### src/hdl/lpm_pkg.sv
`timescale 1ns / 1ps
`default_nettype none
package lpm_pkg;

  localparam int GAP_W   = 12;
  localparam int ERR_W   = 17;
  localparam int DIFF_W  = 18;
  localparam int MA_W    = 21;
  localparam int MB_W    = 49;
  localparam int P_W     = 64;
  localparam int INT_W   = 40;
  localparam int DER_W   = 39;
  localparam int LOUT_W  = 16;
  localparam int SUM_W   = 18;
  localparam int DRV_W   = 11;
  localparam int GAIN_W  = 48;
  localparam int SLEW_W  = 20;
  localparam int DVD_W   = 64;
  localparam int DVS_W   = 32;
  localparam int CFG_IDX_W = 4;

  localparam int NUM_LOOPS = 3;
  localparam int NUM_OUTS  = 5;
  localparam int NUM_GAINS = 6;
  localparam int NUM_COILS = 4;

  localparam logic [CFG_IDX_W-1:0] CFG_GAIN_FIRST = 4'd0;
  localparam logic [CFG_IDX_W-1:0] CFG_GAIN_LAST  = 4'd5;
  localparam logic [CFG_IDX_W-1:0] CFG_SETPOINTS  = 4'd6;
  localparam logic [CFG_IDX_W-1:0] CFG_SLEW       = 4'd7;

  localparam logic [SLEW_W-1:0] SLEW_RESET = 20'd100000;

  localparam logic signed [MA_W-1:0] K_DERIV = 21'sd1000000;
  localparam logic signed [MA_W-1:0] K_ERR   = 21'sd256000;
  localparam logic signed [MA_W-1:0] K_THOU  = 21'sd1000;
  // ceil(2^39 / 125) and ceil(2^46 / 15625), exact for 32-bit dividends
  localparam logic [32:0] RECIP_125   = 33'd4398046512;
  localparam logic [32:0] RECIP_15625 = 33'd4503599628;
  localparam logic [DVD_W-1:0] ROUND_HALF = 64'd500;
  localparam logic signed [P_W-1:0] ACC_BOUND = 64'sh0000_8000_0000_0000;
  localparam logic signed [SUM_W-1:0] DRIVE_MAX = 18'sd1023;

  localparam logic [1:0] LOOP_MEAN  = 2'd0;
  localparam logic [1:0] LOOP_ROLL  = 2'd1;
  localparam logic [1:0] LOOP_PITCH = 2'd2;

  localparam logic [2:0] OUT_MEAN  = 3'd0;
  localparam logic [2:0] OUT_LEFT  = 3'd1;
  localparam logic [2:0] OUT_RIGHT = 3'd2;
  localparam logic [2:0] OUT_FRONT = 3'd3;
  localparam logic [2:0] OUT_BACK  = 3'd4;

  typedef enum logic [4:0] {
    ST_IDLE, ST_DIFF, ST_DDIV, ST_DWAIT, ST_EDT, ST_IDIV, ST_IWAIT,
    ST_PE, ST_KI, ST_K1000, ST_KD, ST_ACC, ST_KP, ST_ODIV, ST_OWAIT,
    ST_SLMUL, ST_SLDIV, ST_SLWAIT, ST_RESULT
  } state_t;

  typedef enum logic [4:0] {
    OP_NONE, OP_LOAD, OP_MUL_DIFF, OP_DIV_DERIV, OP_DZERO, OP_DERIV_FIN,
    OP_MUL_EDT, OP_DIV_INTEG, OP_INTEG_FIN, OP_MUL_PE, OP_MUL_KI, OP_MUL_1KD,
    OP_MUL_KD, OP_ACC_ADD, OP_MUL_KP, OP_DIV_OUT, OP_OUT_FIN, OP_MUL_SLEW,
    OP_DIV_SLEW, OP_RESULT
  } op_t;

  typedef struct packed {
    op_t        op;
    logic [1:0] loop_idx;
    logic [2:0] out_idx;
  } cmd_t;

  typedef struct packed {
    logic div_done;
    logic dt_zero;
    logic out_free;
  } sts_t;

  function automatic logic [1:0] lpm_loop_of(input logic [2:0] j);
    logic [1:0] k;
    case (j)
      OUT_MEAN:            k = LOOP_MEAN;
      OUT_LEFT, OUT_RIGHT: k = LOOP_ROLL;
      OUT_FRONT, OUT_BACK: k = LOOP_PITCH;
      default:             k = LOOP_MEAN;
    endcase
    return k;
  endfunction

endpackage
`default_nettype wire

### src/hdl/lpm_ctrl.sv
`timescale 1ns / 1ps
`default_nettype none
module lpm_ctrl (
  input  logic          clk,
  input  logic          rst_n,
  input  logic          in_valid,
  output logic          in_ready,
  input  lpm_pkg::sts_t sts,
  output lpm_pkg::cmd_t cmd
);
  import lpm_pkg::*;

  state_t     state_r, state_nxt;
  logic [1:0] k_r, k_nxt;
  logic [2:0] j_r, j_nxt;
  logic       out_phase;

  always_ff @(posedge clk) begin
    if (!rst_n) begin
      state_r <= ST_IDLE;
      k_r     <= '0;
      j_r     <= '0;
    end else begin
      state_r <= state_nxt;
      k_r     <= k_nxt;
      j_r     <= j_nxt;
    end
  end

  always_comb begin
    state_nxt = state_r;
    k_nxt     = k_r;
    j_nxt     = j_r;
    in_ready  = 1'b0;
    cmd.op    = OP_NONE;
    out_phase = 1'b0;
    case (state_r)
      ST_IDLE: begin
        in_ready = 1'b1;
        if (in_valid) begin
          cmd.op    = OP_LOAD;
          k_nxt     = '0;
          state_nxt = ST_DIFF;
        end
      end
      ST_DIFF: begin
        cmd.op    = OP_MUL_DIFF;
        state_nxt = ST_DDIV;
      end
      ST_DDIV: begin
        if (sts.dt_zero) begin
          cmd.op    = OP_DZERO;
          state_nxt = ST_EDT;
        end else begin
          cmd.op    = OP_DIV_DERIV;
          state_nxt = ST_DWAIT;
        end
      end
      ST_DWAIT: begin
        if (sts.div_done) begin
          cmd.op    = OP_DERIV_FIN;
          state_nxt = ST_EDT;
        end
      end
      ST_EDT: begin
        cmd.op    = OP_MUL_EDT;
        state_nxt = ST_IDIV;
      end
      ST_IDIV: begin
        cmd.op    = OP_DIV_INTEG;
        state_nxt = ST_IWAIT;
      end
      ST_IWAIT: begin
        if (sts.div_done) begin
          cmd.op = OP_INTEG_FIN;
          if (k_r == 2'(NUM_LOOPS - 1)) begin
            j_nxt     = '0;
            state_nxt = ST_PE;
          end else begin
            k_nxt     = k_r + 2'd1;
            state_nxt = ST_DIFF;
          end
        end
      end
      ST_PE: begin
        out_phase = 1'b1;
        cmd.op    = OP_MUL_PE;
        state_nxt = ST_KI;
      end
      ST_KI: begin
        out_phase = 1'b1;
        cmd.op    = OP_MUL_KI;
        state_nxt = ST_K1000;
      end
      ST_K1000: begin
        out_phase = 1'b1;
        cmd.op    = OP_MUL_1KD;
        state_nxt = ST_KD;
      end
      ST_KD: begin
        out_phase = 1'b1;
        cmd.op    = OP_MUL_KD;
        state_nxt = ST_ACC;
      end
      ST_ACC: begin
        out_phase = 1'b1;
        cmd.op    = OP_ACC_ADD;
        state_nxt = ST_KP;
      end
      ST_KP: begin
        out_phase = 1'b1;
        cmd.op    = OP_MUL_KP;
        state_nxt = ST_ODIV;
      end
      ST_ODIV: begin
        out_phase = 1'b1;
        cmd.op    = OP_DIV_OUT;
        state_nxt = ST_OWAIT;
      end
      ST_OWAIT: begin
        out_phase = 1'b1;
        if (sts.div_done) begin
          cmd.op = OP_OUT_FIN;
          if (j_r == 3'(NUM_OUTS - 1)) begin
            state_nxt = ST_SLMUL;
          end else begin
            j_nxt     = j_r + 3'd1;
            state_nxt = ST_PE;
          end
        end
      end
      ST_SLMUL: begin
        cmd.op    = OP_MUL_SLEW;
        state_nxt = ST_SLDIV;
      end
      ST_SLDIV: begin
        cmd.op    = OP_DIV_SLEW;
        state_nxt = ST_SLWAIT;
      end
      ST_SLWAIT: begin
        if (sts.div_done) begin
          state_nxt = ST_RESULT;
        end
      end
      ST_RESULT: begin
        if (sts.out_free) begin
          cmd.op    = OP_RESULT;
          state_nxt = ST_IDLE;
        end
      end
      default: begin
        state_nxt = ST_IDLE;
      end
    endcase
    cmd.loop_idx = out_phase ? lpm_loop_of(j_r) : k_r;
    cmd.out_idx  = j_r;
  end
endmodule
`default_nettype wire

### config.mk
export PLATFORM = sky130hd
export DESIGN_NAME = lpm_ctrl
export DESIGN_NICKNAME = d
export VERILOG_FILES = /design/src/hdl/lpm_pkg.sv /design/src/hdl/lpm_ctrl.sv
export SDC_FILE = /design/constraint.sdc
export NUM_CORES = 1
export LEC_CHECK = 0
export BUFFER_PORTS_ARGS = -buffer_cell sky130_fd_sc_hd__buf_2
export CORE_ASPECT_RATIO = 2
export CORE_MARGIN = 5
export CORE_UTILIZATION = 40
export CTS_BUF_LIST = sky130_fd_sc_hd__clkbuf_8
export CTS_CLUSTER_DIAMETER = 40
export DETAILED_ROUTE_END_ITERATION = 10
export PLACE_DENSITY = 0.71
export SETUP_SLACK_MARGIN = 0.02
export SYNTH_ARGS = -nofsm -noshare
export SYNTH_HDL_FRONTEND = slang
export SYNTH_SLANG_ARGS = --single-unit
### constraint.sdc
create_clock -name clk -period 2.85 [get_ports clk]
set_input_delay 0.1425 -clock clk [delete_from_list [all_inputs] [get_ports clk]]
set_output_delay 0.1425 -clock clk [all_outputs]
set_load 0.005 [all_outputs]
==> impl_metrics.yaml <==
run_status:
  status: "complete, no violations"
routing:
  vias: 1088
  drt-vias-per-instance: 6.18
  wire_per_inst_um: 15.8
  wirelength_mm: 2.78
  drc_errors: 0
  drtAntennaViolNets: 0
  drt_iter0_markers: 47
  first_pass_iters: 4
clock_tree:
  root_buffer: "clkbuf_8"
  clk_transition_reported_paths_ns: 0.05
  ctsResizeCount: 0
  clockBufferDepth: 2
  cts.hold.buffers_added: 0
  post_cts_buffers: 0
  cts_buffers: 3
  ctsHtreeMaxLevel: 1
  cts_tree: "built"
  cts_sinks: 10
  insertion_delay_ns: 0.24
finish:
  layout.cells.non_filler: 176
  layout-drive-gt1-share_pct: 18.2
  area_growth_pct: 10.1
  nets: 160
  regArea_sq_um: 200
  antenna_cells: 0
  fillCellCount: 263
  multi_input_area_sq_um: 763
sta:
  fin_crit_sh_pct: 85.2
  slew_headroom_pct: 57.0
  finalSetupViolations: 0
  hold_viol: 0
  setup_tns_ns: 0
  rsz0062_at_grt: "false"
  tightest_slew_ns: 0.644
  hold_slack_ns: 0.196
  skew_ns: 0.00321
  slew_viol_final: 0
  fin_crit_ns: 2.43
  fmax_mhz: 412
yosys:
  synthesis.nets: 150
  synthTopCellsByArea: "dfxtp_1, ha_1, mux2i_1"
  ys_seq_area_share_pct: 19.0
  avgSynthCellArea_sq_um: 7.58
  synth_top_area_share_pct: 19.0
  syn_inst: 139
  ys_types: 45
  synthFlopType: "dfxtp_1"
  yosysTopAreaCell: "dfxtp_1"
  syn_area_sq_mm: 0.00105
  synth-edff-count: 0
  synth_common_cells: "dfxtp_1, nor2_1, a21oi_1, nand2_1"
  synth-seq-cells: 10
  async_flop_share_pct: 0
  ys_warn_count: 0
power_and_ir_drop:
  p_leak_uw: 0.000427
  finalPower_uw: 470
  p_seq_share_pct: 35.5
  power.switching_uw: 147
  ir_drop_mv: 0.338
  internal_power_uw: 323
  combPwrFrac_pct: 26.5
  swShare_pct: 31.2
  clockPowerShare_pct: 37.9
  power_density_mw_per_mm2: 405
worst_setup_path:
  cp_top_family: "simple AND/OR/NAND/NOR gates"
  critPathLaunchType: "flip-flop"
  required_ns: 2.71
  cp-end-kind: "primary output"
  path_class: "flip-flop to primary output"
  crit_path_top_delay_cell: "dfxtp_1"
  path_cells: "or3b_1 > nor2_1 > nor2_1 > mux2_4 > buf_2"
  cp.arrival_ns: 2.29
  crit-reg2reg-capture: "k_r[1]"
  path_buf_inv: 1
  regToRegSetupSlack_ns: 0.80
  crit-reg2reg-launch: "state_r[1]"
  cp_max_fo: 19
  slowest_delay_ns: 0.67
  cp_common_cell: "nor2_1"
  worstRegToRegCells: 4
floorplan:
  pin_count: 17
  die_w_um: 46.3
  dieArea_sq_mm: 0.00382
  start_util_pct: 41.5
  coreArea_sq_mm: 0.00254
  die_y_um: 82.6
  rows: 26
worst_hold_path:
  min_to: "k_r[0]"
  hp-start: "rst_n"
  hp-class: "input port to flip-flop"
  hold_depth: 3
flow_run:
  maxCapViolations: 0
global_route:
  antenna_found_initial: 0
  grt_pass1_wl_mm: 4.51
  gr-total-overflow: 0
  grt_max_degree: 24
  grt_pass1_vias: 1046
  grt_usage_pct: 15.9
placed_design:
  place_inst: 172
  io_buffers: 16
  place.gp.congestion: 0.889
  hpwl_mm: 2.13
-- per-stage QoR --
step,area (sq um),setup WS [ns],util (%)
final,1160,0.422,45.7
after global routing,1160,0.303,45.7
after CTS,1160,0.439,45.7
after detailed placement,1100,0.724,43.5
after global placement,1100,0.771,43.5
after floorplan,1050,1.20,-
-- how the worst max path moves through the flow --
| stage | startpoint | endpoint | slack (ns) | cells past startpoint |
|---|---|---|---|---|
| after CTS | state_r[1] | cmd[4] | 0.44 | 5 |
| final | state_r[1] | cmd[4] | 0.42 | 5 |
| after global placement | state_r[1] | cmd[4] | 0.77 | 5 |
| after detailed placement | state_r[1] | cmd[4] | 0.72 | 5 |
| after global routing | state_r[1] | cmd[4] | 0.30 | 5 |
| after floorplan | state_r[4] | cmd[4] | 1.20 | 6 |
-- state kept, by name (all words and copies together) (netlist names) --
signal   count
j_r          3
k_r          2
state_r      5
-- power groups by stage --
stage	clock network (uW)	logic [uW]	registers, uW
2_1_floorplan	0	109	151
6_report	178	125	167
3_3_place_gp	0	123	168
5_1_grt	187	139	168
3_5_place_dp	0	124	169
4_1_cts	182	125	166
-- cell usage in the layout, fill, tap and decap left out, drive strengths merged, types with 2 or more instances in the layout --
cell type	instances
nand3	3
o21ai	9
nor3	8
mux2	3
ha	5
inv	6
a21oi	9
o32ai	2
nand2b	7
or4	3
dfxtp	10
or3	4
nor2	10
nand2	9
o21a	2
a211oi	3
o21bai	4
a31oi	2
clkbuf	4
mux2i	5
o211ai	2
buf	16
a221oi	2
and3	3
or3b	2
-- cell type report --
class	instances	share of cell area (%)
multi-input cells	111	65.8
repair buffers	16	6.90
clock buffers	4	4.75
inverters	7	2.27
well taps	28	3.02
flip-flops and latches	10	17.3
-- metal layers --
metal | vias up | share of wire (%) | track usage, %
met5 | - | 0 | 0
li1 | 528 | - | -
met4 | 0 | 1.3 | 9.69
met1 | 505 | 38 | 15.3
met3 | 5 | 5.0 | 2.39
met2 | 50 | 56 | 29.6
-- cell families (layout without fill, tap and decap cells) --
kind of cell / count (synthesis) / count (layout) / share of synthesized area, %
DFF: 10 / 10 / 19.0
buffers and inverters: 18 / 27 / 8.55
AOI/OAI and AO/OA: 44 / 44 / 29.0
muxes: 8 / 8 / 8.31
and+or+nand+nor: 54 / 54 / 29.2
adders and majority gates: 5 / 5 / 5.94
-- tightest hold or removal path, cell delays in order --
cell and delay [ns]:
buf_2 0.12, nand2_1 0.06, mux2i_1 0.05
No activity file was read; power rests on OpenSTA's default activity.
